===== src/hw/rtl/tsbuf_pkg.sv =====
package tsbuf_pkg;

    localparam int DEPTH         = 64;
    localparam int TIME_WIDTH    = 32;
    localparam int PAYLOAD_WIDTH = 32;
    localparam int GAP_WIDTH     = 32;
    localparam int COUNT_WIDTH   = 8;
    localparam int OP_WIDTH      = 2;
    localparam int STATUS_WIDTH  = 2;

    localparam int ADDR_W = $clog2(DEPTH);
    localparam int CNT_W  = $clog2(DEPTH + 1);
    localparam int ALU_W  = (TIME_WIDTH > GAP_WIDTH) ? TIME_WIDTH : GAP_WIDTH;
    localparam int ENTRY_W = TIME_WIDTH + PAYLOAD_WIDTH;

    localparam int IN_BITS     = TIME_WIDTH + PAYLOAD_WIDTH + TIME_WIDTH;
    localparam int IN_TDATA_W  = ((IN_BITS + 7) / 8) * 8;
    localparam int OUT_BITS    = TIME_WIDTH + PAYLOAD_WIDTH + COUNT_WIDTH;
    localparam int OUT_TDATA_W = ((OUT_BITS + 7) / 8) * 8;

    localparam logic [GAP_WIDTH-1:0] GAP_RESET = GAP_WIDTH'(100);

    localparam logic [OP_WIDTH-1:0] OP_PUT    = 2'd0;
    localparam logic [OP_WIDTH-1:0] OP_DELETE = 2'd1;
    localparam logic [OP_WIDTH-1:0] OP_LOOKUP = 2'd2;
    localparam logic [OP_WIDTH-1:0] OP_RANGE  = 2'd3;

    localparam logic [STATUS_WIDTH-1:0] ST_OK    = 2'd0;
    localparam logic [STATUS_WIDTH-1:0] ST_MISS  = 2'd1;
    localparam logic [STATUS_WIDTH-1:0] ST_DROP  = 2'd2;
    localparam logic [STATUS_WIDTH-1:0] ST_EMPTY = 2'd3;

    // ring position to physical slot, pos below DEPTH
    function automatic logic [ADDR_W-1:0] slot_of(input logic [ADDR_W-1:0] oldest,
                                                  input logic [ADDR_W-1:0] pos);
        logic [ADDR_W:0] sum;
        begin
            sum = {1'b0, oldest} + {1'b0, pos};
            if (sum >= (ADDR_W + 1)'(DEPTH))
            begin
                sum = sum - (ADDR_W + 1)'(DEPTH);
            end
            slot_of = sum[ADDR_W-1:0];
        end
    endfunction

endpackage


===== src/hw/rtl/timestamped_sample_buffer_nearest_lookup_core.sv =====
// Timestamped sample ring with nearest-time lookup.
//
// Input stream s_axis: tuser carries the operation (put, delete oldest, nearest
// lookup, range count), tdata carries timestamp, payload and end time. Every input
// transfer yields exactly one result transfer on m_axis: tuser is the status, tdata
// the found time, found payload and signed range count. The user writes max_gap via
// cfg_valid/cfg_data only while the block is idle; the block does not enforce this.
//
// The block works on one item at a time. A single sample memory with one
// registered read port and one shared subtractor/comparator serve every step.
// Lookups binary-search the filled entries; a range count runs two searches.
// The result sits in an output register; the next item is accepted while it
// waits, and a stalled receiver only holds the block once a second result is
// ready. Reset empties the ring, clears the last put time, sets max_gap to
// 100 and drops any pending result. Stored samples are not cleared.
module timestamped_sample_buffer_nearest_lookup_core
    import tsbuf_pkg::*;
(
    input  logic                    clk,
    input  logic                    rst_n,

    input  logic                    s_axis_tvalid,
    output logic                    s_axis_tready,
    input  logic [IN_TDATA_W-1:0]   s_axis_tdata,   // timestamp, payload, end_time
    input  logic [OP_WIDTH-1:0]     s_axis_tuser,   // operation

    output logic                    m_axis_tvalid,
    input  logic                    m_axis_tready,
    output logic [OUT_TDATA_W-1:0]  m_axis_tdata,   // found_time, found_payload, count
    output logic [STATUS_WIDTH-1:0] m_axis_tuser,   // status

    input  logic                    cfg_valid,
    output logic                    cfg_ready,
    input  logic [GAP_WIDTH-1:0]    cfg_data
);

    localparam logic [3:0] S_IDLE     = 4'd0;
    localparam logic [3:0] S_DISPATCH = 4'd1;
    localparam logic [3:0] S_PUT2     = 4'd2;
    localparam logic [3:0] S_RD_OLD   = 4'd3;
    localparam logic [3:0] S_RD_NEW   = 4'd4;
    localparam logic [3:0] S_CHK      = 4'd5;
    localparam logic [3:0] S_SRCH     = 4'd6;
    localparam logic [3:0] S_SCMP     = 4'd7;
    localparam logic [3:0] S_NB       = 4'd8;
    localparam logic [3:0] S_NB1      = 4'd9;
    localparam logic [3:0] S_NB2      = 4'd10;
    localparam logic [3:0] S_NB3      = 4'd11;
    localparam logic [3:0] S_POSDONE  = 4'd12;
    localparam logic [3:0] S_FETCH    = 4'd13;
    localparam logic [3:0] S_DONE     = 4'd14;

    localparam int DW = (ADDR_W + 2 > COUNT_WIDTH + 1) ? ADDR_W + 2 : COUNT_WIDTH + 1;
    localparam logic signed [DW-1:0] C_MAX = DW'((2 ** (COUNT_WIDTH - 1)) - 1);
    localparam logic signed [DW-1:0] C_MIN = -DW'(2 ** (COUNT_WIDTH - 1));

    // control state
    logic [3:0]               state_reg, state_next;
    logic [ADDR_W-1:0]        oldest_reg, oldest_next;
    logic [CNT_W-1:0]         fill_reg, fill_next;
    logic [TIME_WIDTH-1:0]    last_put_reg, last_put_next;
    logic [GAP_WIDTH-1:0]     gap_reg, gap_next;
    logic                     out_valid_reg, out_valid_next;

    // working registers
    logic [OP_WIDTH-1:0]      op_reg, op_next;
    logic [TIME_WIDTH-1:0]    t_reg, t_next;
    logic [PAYLOAD_WIDTH-1:0] pay_reg, pay_next;
    logic [TIME_WIDTH-1:0]    te_reg, te_next;
    logic [TIME_WIDTH-1:0]    key_reg, key_next;
    logic [TIME_WIDTH-1:0]    t_lo_reg, t_lo_next;
    logic [TIME_WIDTH-1:0]    t_hi_reg, t_hi_next;
    logic [ALU_W-1:0]         acc_a_reg, acc_a_next;
    logic [ALU_W-1:0]         acc_b_reg, acc_b_next;
    logic [CNT_W-1:0]         lo_reg, lo_next;
    logic [CNT_W-1:0]         hi_reg, hi_next;
    logic [CNT_W-1:0]         mid_reg, mid_next;
    logic [ADDR_W-1:0]        pos_reg, pos_next;
    logic [ADDR_W-1:0]        pos_a_reg, pos_a_next;
    logic                     pass_reg, pass_next;
    logic [1:0]               chk_reg, chk_next;
    logic                     fail_reg, fail_next;
    logic                     put_ok_reg, put_ok_next;

    logic [STATUS_WIDTH-1:0]  res_status_reg, res_status_next;
    logic [TIME_WIDTH-1:0]    res_time_reg, res_time_next;
    logic [PAYLOAD_WIDTH-1:0] res_pay_reg, res_pay_next;
    logic [COUNT_WIDTH-1:0]   res_count_reg, res_count_next;

    logic [STATUS_WIDTH-1:0]  out_status_reg, out_status_next;
    logic [TIME_WIDTH-1:0]    out_time_reg, out_time_next;
    logic [PAYLOAD_WIDTH-1:0] out_pay_reg, out_pay_next;
    logic [COUNT_WIDTH-1:0]   out_count_reg, out_count_next;

    // sample memory
    logic [ENTRY_W-1:0]       mem [DEPTH];
    logic [ENTRY_W-1:0]       rdata_reg;
    logic                     mem_we;
    logic [ADDR_W-1:0]        mem_waddr;
    logic [ADDR_W-1:0]        mem_raddr;
    logic [TIME_WIDTH-1:0]    rd_time;
    logic [PAYLOAD_WIDTH-1:0] rd_pay;

    // shared subtractor
    logic [ALU_W-1:0]         alu_a, alu_b;
    logic [ALU_W:0]           alu_diff;
    logic                     alu_borrow;

    logic                     in_xfer;
    logic [CNT_W-1:0]         mid_calc;
    logic [CNT_W-1:0]         lo_m1;
    logic signed [DW-1:0]     cnt_diff;

    assign in_xfer       = s_axis_tvalid && s_axis_tready;
    assign s_axis_tready = (state_reg == S_IDLE);
    assign cfg_ready     = 1'b1;

    assign m_axis_tvalid = out_valid_reg;
    assign m_axis_tuser  = out_status_reg;
    assign m_axis_tdata  = OUT_TDATA_W'({out_count_reg, out_pay_reg, out_time_reg});

    assign rd_time = rdata_reg[TIME_WIDTH-1:0];
    assign rd_pay  = rdata_reg[ENTRY_W-1:TIME_WIDTH];

    assign mid_calc = lo_reg + ((hi_reg - lo_reg) >> 1);
    assign lo_m1    = lo_reg - CNT_W'(1);
    assign cnt_diff = $signed(DW'(pos_reg)) - $signed(DW'(pos_a_reg));

    always_comb
    begin
        alu_a = t_reg;
        alu_b = last_put_reg;
        case (state_reg)
            S_PUT2:
            begin
                alu_a = acc_a_reg;
                alu_b = ALU_W'(gap_reg);
            end
            S_CHK:
            begin
                case (chk_reg)
                    2'd0:
                    begin
                        alu_a = ALU_W'(t_reg);
                        alu_b = ALU_W'(t_lo_reg);
                    end
                    2'd1:
                    begin
                        alu_a = ALU_W'(t_hi_reg);
                        alu_b = ALU_W'(t_reg);
                    end
                    2'd2:
                    begin
                        alu_a = ALU_W'(te_reg);
                        alu_b = ALU_W'(t_lo_reg);
                    end
                    default:
                    begin
                        alu_a = ALU_W'(t_hi_reg);
                        alu_b = ALU_W'(te_reg);
                    end
                endcase
            end
            S_SCMP, S_NB2:
            begin
                alu_a = ALU_W'(rd_time);
                alu_b = ALU_W'(key_reg);
            end
            S_NB1:
            begin
                alu_a = ALU_W'(key_reg);
                alu_b = ALU_W'(rd_time);
            end
            S_NB3:
            begin
                alu_a = acc_a_reg;
                alu_b = acc_b_reg;
            end
            default:
            begin
                alu_a = ALU_W'(t_reg);
                alu_b = ALU_W'(last_put_reg);
            end
        endcase
        alu_diff   = {1'b0, alu_a} - {1'b0, alu_b};
        alu_borrow = alu_diff[ALU_W];
    end

    always_comb
    begin
        mem_raddr = oldest_reg;
        case (state_reg)
            S_RD_OLD:  mem_raddr = slot_of(oldest_reg, ADDR_W'(fill_reg - CNT_W'(1)));
            S_SRCH:    mem_raddr = slot_of(oldest_reg, mid_calc[ADDR_W-1:0]);
            S_NB:      mem_raddr = slot_of(oldest_reg, lo_m1[ADDR_W-1:0]);
            S_NB1:     mem_raddr = slot_of(oldest_reg, lo_reg[ADDR_W-1:0]);
            S_POSDONE: mem_raddr = slot_of(oldest_reg, pos_reg);
            default:   mem_raddr = oldest_reg;
        endcase
    end

    always_comb
    begin
        state_next      = state_reg;
        oldest_next     = oldest_reg;
        fill_next       = fill_reg;
        last_put_next   = last_put_reg;
        gap_next        = gap_reg;
        out_valid_next  = out_valid_reg;
        op_next         = op_reg;
        t_next          = t_reg;
        pay_next        = pay_reg;
        te_next         = te_reg;
        key_next        = key_reg;
        t_lo_next       = t_lo_reg;
        t_hi_next       = t_hi_reg;
        acc_a_next      = acc_a_reg;
        acc_b_next      = acc_b_reg;
        lo_next         = lo_reg;
        hi_next         = hi_reg;
        mid_next        = mid_reg;
        pos_next        = pos_reg;
        pos_a_next      = pos_a_reg;
        pass_next       = pass_reg;
        chk_next        = chk_reg;
        fail_next       = fail_reg;
        put_ok_next     = put_ok_reg;
        res_status_next = res_status_reg;
        res_time_next   = res_time_reg;
        res_pay_next    = res_pay_reg;
        res_count_next  = res_count_reg;
        out_status_next = out_status_reg;
        out_time_next   = out_time_reg;
        out_pay_next    = out_pay_reg;
        out_count_next  = out_count_reg;
        mem_we          = 1'b0;
        mem_waddr       = oldest_reg;

        if (cfg_valid && cfg_ready)
        begin
            gap_next = cfg_data;
        end

        if (out_valid_reg && m_axis_tready)
        begin
            out_valid_next = 1'b0;
        end

        case (state_reg)
            S_IDLE:
            begin
                if (in_xfer)
                begin
                    op_next    = s_axis_tuser;
                    t_next     = s_axis_tdata[TIME_WIDTH-1:0];
                    pay_next   = s_axis_tdata[TIME_WIDTH+PAYLOAD_WIDTH-1:TIME_WIDTH];
                    te_next    = s_axis_tdata[IN_BITS-1:TIME_WIDTH+PAYLOAD_WIDTH];
                    state_next = S_DISPATCH;
                end
            end
            S_DISPATCH:
            begin
                res_status_next = ST_OK;
                res_time_next   = '0;
                res_pay_next    = '0;
                res_count_next  = '0;
                case (op_reg)
                    OP_PUT:
                    begin
                        // later than the last put: no borrow and nonzero step
                        acc_a_next  = ALU_W'(alu_diff[TIME_WIDTH-1:0]);
                        put_ok_next = !alu_borrow && (alu_diff[ALU_W-1:0] != '0);
                        state_next  = S_PUT2;
                    end
                    OP_DELETE:
                    begin
                        if (fill_reg == '0)
                        begin
                            res_status_next = ST_EMPTY;
                        end
                        else
                        begin
                            oldest_next = slot_of(oldest_reg, ADDR_W'(1));
                            fill_next   = fill_reg - CNT_W'(1);
                        end
                        state_next = S_DONE;
                    end
                    default:
                    begin
                        if (fill_reg == '0)
                        begin
                            res_status_next = ST_MISS;
                            state_next      = S_DONE;
                        end
                        else
                        begin
                            state_next = S_RD_OLD;
                        end
                    end
                endcase
            end
            S_PUT2:
            begin
                if (put_ok_reg && alu_borrow)
                begin
                    mem_we = 1'b1;
                    if (fill_reg >= CNT_W'(DEPTH))
                    begin
                        mem_waddr   = oldest_reg;
                        oldest_next = slot_of(oldest_reg, ADDR_W'(1));
                    end
                    else
                    begin
                        mem_waddr = slot_of(oldest_reg, fill_reg[ADDR_W-1:0]);
                        fill_next = fill_reg + CNT_W'(1);
                    end
                end
                else
                begin
                    res_status_next = ST_DROP;
                end
                last_put_next = t_reg;
                state_next    = S_DONE;
            end
            S_RD_OLD:
            begin
                t_lo_next  = rd_time;
                state_next = S_RD_NEW;
            end
            S_RD_NEW:
            begin
                t_hi_next  = rd_time;
                chk_next   = 2'd0;
                fail_next  = 1'b0;
                state_next = S_CHK;
            end
            S_CHK:
            begin
                // span checks: start >= oldest, start <= newest, then end time
                fail_next = fail_reg || alu_borrow;
                chk_next  = chk_reg + 2'd1;
                if ((chk_reg == 2'd3) || ((chk_reg == 2'd1) && (op_reg == OP_LOOKUP)))
                begin
                    if (fail_reg || alu_borrow)
                    begin
                        res_status_next = ST_MISS;
                        state_next      = S_DONE;
                    end
                    else
                    begin
                        key_next   = t_reg;
                        lo_next    = '0;
                        hi_next    = fill_reg;
                        pass_next  = 1'b0;
                        state_next = S_SRCH;
                    end
                end
            end
            S_SRCH:
            begin
                if (lo_reg < hi_reg)
                begin
                    mid_next   = mid_calc;
                    state_next = S_SCMP;
                end
                else
                begin
                    state_next = S_NB;
                end
            end
            S_SCMP:
            begin
                if (alu_borrow)
                begin
                    lo_next = mid_reg + CNT_W'(1);
                end
                else
                begin
                    hi_next = mid_reg;
                end
                state_next = S_SRCH;
            end
            S_NB:
            begin
                if (lo_reg >= fill_reg)
                begin
                    pos_next   = ADDR_W'(fill_reg - CNT_W'(1));
                    state_next = S_POSDONE;
                end
                else if (lo_reg == '0)
                begin
                    pos_next   = '0;
                    state_next = S_POSDONE;
                end
                else
                begin
                    state_next = S_NB1;
                end
            end
            S_NB1:
            begin
                acc_a_next = ALU_W'(alu_diff[TIME_WIDTH-1:0]);
                state_next = S_NB2;
            end
            S_NB2:
            begin
                acc_b_next = ALU_W'(alu_diff[TIME_WIDTH-1:0]);
                state_next = S_NB3;
            end
            S_NB3:
            begin
                // tie goes to the later entry
                pos_next   = alu_borrow ? lo_m1[ADDR_W-1:0] : lo_reg[ADDR_W-1:0];
                state_next = S_POSDONE;
            end
            S_POSDONE:
            begin
                if (op_reg == OP_LOOKUP)
                begin
                    state_next = S_FETCH;
                end
                else if (!pass_reg)
                begin
                    pos_a_next = pos_reg;
                    key_next   = te_reg;
                    lo_next    = '0;
                    hi_next    = fill_reg;
                    pass_next  = 1'b1;
                    state_next = S_SRCH;
                end
                else
                begin
                    if (cnt_diff > C_MAX)
                    begin
                        res_count_next = COUNT_WIDTH'(C_MAX);
                    end
                    else if (cnt_diff < C_MIN)
                    begin
                        res_count_next = COUNT_WIDTH'(C_MIN);
                    end
                    else
                    begin
                        res_count_next = COUNT_WIDTH'(cnt_diff);
                    end
                    state_next = S_DONE;
                end
            end
            S_FETCH:
            begin
                res_time_next = rd_time;
                res_pay_next  = rd_pay;
                state_next    = S_DONE;
            end
            S_DONE:
            begin
                if (!out_valid_reg || m_axis_tready)
                begin
                    out_status_next = res_status_reg;
                    out_time_next   = res_time_reg;
                    out_pay_next    = res_pay_reg;
                    out_count_next  = res_count_reg;
                    out_valid_next  = 1'b1;
                    state_next      = S_IDLE;
                end
            end
            default:
            begin
                state_next = S_IDLE;
            end
        endcase
    end

    always_ff @(posedge clk or negedge rst_n)
    begin
        if (!rst_n)
        begin
            state_reg     <= S_IDLE;
            oldest_reg    <= '0;
            fill_reg      <= '0;
            last_put_reg  <= '0;
            gap_reg       <= GAP_RESET;
            out_valid_reg <= 1'b0;
        end
        else
        begin
            state_reg     <= state_next;
            oldest_reg    <= oldest_next;
            fill_reg      <= fill_next;
            last_put_reg  <= last_put_next;
            gap_reg       <= gap_next;
            out_valid_reg <= out_valid_next;
        end
    end

    always_ff @(posedge clk)
    begin
        op_reg         <= op_next;
        t_reg          <= t_next;
        pay_reg        <= pay_next;
        te_reg         <= te_next;
        key_reg        <= key_next;
        t_lo_reg       <= t_lo_next;
        t_hi_reg       <= t_hi_next;
        acc_a_reg      <= acc_a_next;
        acc_b_reg      <= acc_b_next;
        lo_reg         <= lo_next;
        hi_reg         <= hi_next;
        mid_reg        <= mid_next;
        pos_reg        <= pos_next;
        pos_a_reg      <= pos_a_next;
        pass_reg       <= pass_next;
        chk_reg        <= chk_next;
        fail_reg       <= fail_next;
        put_ok_reg     <= put_ok_next;
        res_status_reg <= res_status_next;
        res_time_reg   <= res_time_next;
        res_pay_reg    <= res_pay_next;
        res_count_reg  <= res_count_next;
        out_status_reg <= out_status_next;
        out_time_reg   <= out_time_next;
        out_pay_reg    <= out_pay_next;
        out_count_reg  <= out_count_next;
    end

    always_ff @(posedge clk)
    begin
        if (mem_we)
        begin
            mem[mem_waddr] <= {pay_reg, t_reg};
        end
        rdata_reg <= mem[mem_raddr];
    end

    a_fill_bound: assert property (@(posedge clk) disable iff (!rst_n)
        fill_reg <= CNT_W'(DEPTH))
        else $error("fill count beyond ring depth");

    a_accept_dispatch: assert property (@(posedge clk) disable iff (!rst_n)
        in_xfer |=> (state_reg == S_DISPATCH))
        else $error("accepted item not dispatched");

    a_search_window: assert property (@(posedge clk) disable iff (!rst_n)
        (state_reg == S_SRCH || state_reg == S_SCMP) |->
            (lo_reg <= hi_reg && hi_reg <= fill_reg))
        else $error("search window outside filled entries");

    a_delete_empty: assert property (@(posedge clk) disable iff (!rst_n)
        (state_reg == S_DISPATCH && op_reg == OP_DELETE && fill_reg == '0) |=>
            (fill_reg == '0 && $stable(oldest_reg)))
        else $error("delete on empty ring changed the ring");

endmodule


===== config.mk =====
export PLATFORM = sky130hd
export DESIGN_NAME = timestamped_sample_buffer_nearest_lookup_core
export DESIGN_NICKNAME = d
export VERILOG_FILES = /design/src/hw/rtl/tsbuf_pkg.sv /design/src/hw/rtl/timestamped_sample_buffer_nearest_lookup_core.sv
export SDC_FILE = /design/constraint.sdc
export NUM_CORES = 2
export LEC_CHECK = 0
export BUFFER_PORTS_ARGS = -buffer_cell sky130_fd_sc_hd__buf_2
export CAP_MARGIN = 20
export CORE_MARGIN = 2
export CORE_UTILIZATION = 40
export CTS_CLUSTER_SIZE = 20
export DETAILED_ROUTE_END_ITERATION = 8
export PLACE_DENSITY_LB_ADDON = 0.1
export SYNTH_ARGS = -nofsm -noshare
export SYNTH_HDL_FRONTEND = slang
export SYNTH_SLANG_ARGS = --single-unit

===== constraint.sdc =====
create_clock -name clk -period 19.15 [get_ports clk]
set_clock_uncertainty 0.2 [all_clocks]
set_input_delay 1.915 -clock clk [delete_from_list [all_inputs] [get_ports clk]]
set_output_delay 1.915 -clock clk [all_outputs]
set_load 0.05 [all_outputs]

==> qor.yml <==
clock_sinks: 4686
ys_ff_latch: 4686
rsz0062_at_grt: "false"
grt_antenna_before_repair: 30
htreeDepth: 6
reg2reg_depth: 22
io_buffers: 210
r2r_start: "state_reg[2]$_DFFE_PN0P_"
first_pass_iters: 8
timing.fmax_ghz: 0.1002
mappedNetlistNets: 13299
synth_edf_count: 4540
cts-hold-fix-buffers: 0
cts_tree: "done"
path_cells: "clkinv_1 -> nor2_1 -> o21ai_0 -> o21ai_4 -> buf_4 -> buf_4 -> nor2_1 -> a21oi_1 -> ha_1 -> inv_1 -> fa_1 -> a211oi_4 -> o21ai_2 -> o211ai_1 -> nand3_1 -> and4_1 -> o21a_1 -> nor3_1 -> a32oi_2 -> nor2_4 -> buf_4 -> buf_4"
worstPathMaxFanout: 76
grt_overflow: 0
min_to: "out_count_reg[4]$_DFFE_PP_"
cts_setup_buffers: 0
vias: 116110
multi_input_area_um2: 43450
clk_pin_slew_worst_paths_ns: 0.06
die_y_um: 686.4
cts_buffers: 527
holdCritPathClass: "flop to flop"
clockBufferDepth: 4
max_slew_margin_pct: 7.864
grt.total_usage_pct: 25.22
cp_slowest_stage_delay_ns: 0.90
ant_nets: 0
layout_min_cycle_time_ns: 9.982
synth_cell_types: 93
rows: 250
hold_start: "res_count_reg[4]$_SDFFCE_PN0P_"
setup_viol: 0
reg2reg_setup_slack_ns: 9.17
critPathRequiredTime_ns: 19.58
final.fill_count: 40795
worst_pin_slew_ns: 1.382
first_iter_violations: 13856
r2r_end: "mem[45][11]$_DFFE_PP_"
synth_cells: 13079
dieArea_um2: 471200
io_pins: 212
syn_area_per_cell_um2: 14.24
syn_area_um2: 186300
grt_pass1_vias: 112253
synth_flop_cell: "edfxtp_1"
hold_viol_final: 0
crit_top_cell: "buf_4"
worst_ep_arrival_time_ns: 10.42
synth_seq_area_share_pct: 74.98
async_flop_share_pct: 1.750
cts-root-buf: "clkbuf_16"
gp_congestion: 0.8833
crit_type: "flop to flop"
post-route-period-util_pct: 52.12
cap_violations: 0
cts_resized: 0
worst_skew_pair.late_latency_ns: 1.07
grt_first_pass_wirelength_um: 856800
finalSetupTns_ns: 0
grt_max_degree: 209
viasPerCell: 5.836
largest_register_ffs: 4096
startpoint_type: "flop"
drcViolationCount: 0
drt_wl_total_um: 611400
nets: 13519
core_um2: 463600
end_kind: "flop"
dp_hpwl_um: 332000
cpMaxStageDelayCell: "dfrtp_1"
status: "completed"
area_growth_pct: 13.64
die_x_um: 686.4
whs_path_depth: 0
seq_area_um2: 139700
slew_violations: 0
wire_per_inst_um: 30.73
ys_warn_count: 0
start_util_pct: 40.18
final_layout_size_suffix_gt1_share_pct: 10.80
[metrics by stage]
stage / setup WS [ns] / util [%] / hold slack [ns] / cells / instance area (um2)
after global placement: 9.375 / 42.09 / 0.2006 / 18938 / 195100
after global routing: 8.781 / 45.66 / 0.2053 / 19890 / 211700
final: 9.168 / 45.66 / 0.2052 / 19895 / 211700
after CTS: 9.350 / 45.65 / 0.2101 / 19884 / 211600
after detailed placement: 9.387 / 42.10 / 0.2045 / 18941 / 195200
after floorplan: 10.89 / - / 0.2003 / 13079 / 186300
[cells in the final DEF (no fill, tap or decap), types with 210 or more instances in the layout]
cell	count
nand3_1	280
clkbuf_16	541
a31oi_1	294
mux2i_1	585
edfxtp_1	4540
a21oi_1	1184
buf_2	210
buf_4	333
a22oi_1	741
nand2_1	3007
[worst max-delay path: cells and delay by family (launching register included)]
kind,cells,cell delay (ns)
buffers and inverters,6,3.27
AOI/OAI and AO/OA,8,2.20
and+or+nand+nor,6,2.01
DFF,1,0.90
adders and majority gates,2,0.68
[synthesized netlist by cell type (78+ instances only)]
cell type,count,area (um2)
mux2i_1,585,5856
nand2_1,3009,11290
o21ai_0,85,425.4
a31oi_1,294,1839
clkbuf_1,492,1847
a22oi_1,741,5563
nor2_1,221,829.6
edfxtp_1,4540,136300
nand3_1,282,1411
a21oi_1,1184,5926
a221oi_1,92,805.8
dfrtp_1,79,1977
buf_2,221,1106
a32oi_1,134,1174
buf_1,150,563.0
and2_1,78,488.0
a32o_1,126,1261
ha_1,79,988.5
[worst max-delay path by stage]
stage | to | from | depth (start not counted)
CTS | mem[45][11]$_DFFE_PP_ | state_reg[2]$_DFFE_PN0P_ | 22
finish | mem[45][11]$_DFFE_PP_ | state_reg[2]$_DFFE_PN0P_ | 22
detailed placement | mem[45][20]$_DFFE_PP_ | state_reg[2]$_DFFE_PN0P_ | 22
global route | mem[45][31]$_DFFE_PP_ | state_reg[2]$_DFFE_PN0P_ | 22
floorplan | m_axis_tuser[0]$_DFFE_PP_ | m_axis_tready | 2
global placement | mem[42][41]$_DFFE_PP_ | state_reg[2]$_DFFE_PN0P_ | 22
[cell families after synthesis]
logic type / after synthesis / share of synthesized area (%)
DFF: 4686 / 74.98
muxes: 620 / 3.355
and+or+nand+nor: 3712 / 7.946
AOI/OAI and AO/OA: 2971 / 10.74
xor gates and xnor gates: 61 / 0.2908
other: 1 / 0.002013
adders and majority gates: 85 / 0.5951
buffers and inverters: 943 / 2.089
[area by class of cell]
type | count | area share [%]
Sequential cell | 4686 | 65.98
Multi-Input combinational cell | 7450 | 20.52
Clock buffer | 685 | 6.755
Tap cell | 6174 | 3.649
Timing Repair Buffer | 571 | 1.947
Clock inverter | 258 | 1.025
Inverter | 63 | 0.1117
Antenna cell | 8 | 0.009457
[metal layers]
| layer | share of wire, % | global-route usage [%] | vias to the layer above |
|---|---|---|---|
| met5 | 0.0021 | 0 | - |
| met4 | 3.2 | 7.741 | 2 |
| met1 | 43 | 35.17 | 59979 |
| met3 | 6.7 | 3.226 | 951 |
| met2 | 47 | 41.31 | 4811 |
| li1 | - | - | 50367 |
Power is not shown: default switching activity piles up to over one toggle a cycle in this logic, so the estimate is an artifact.
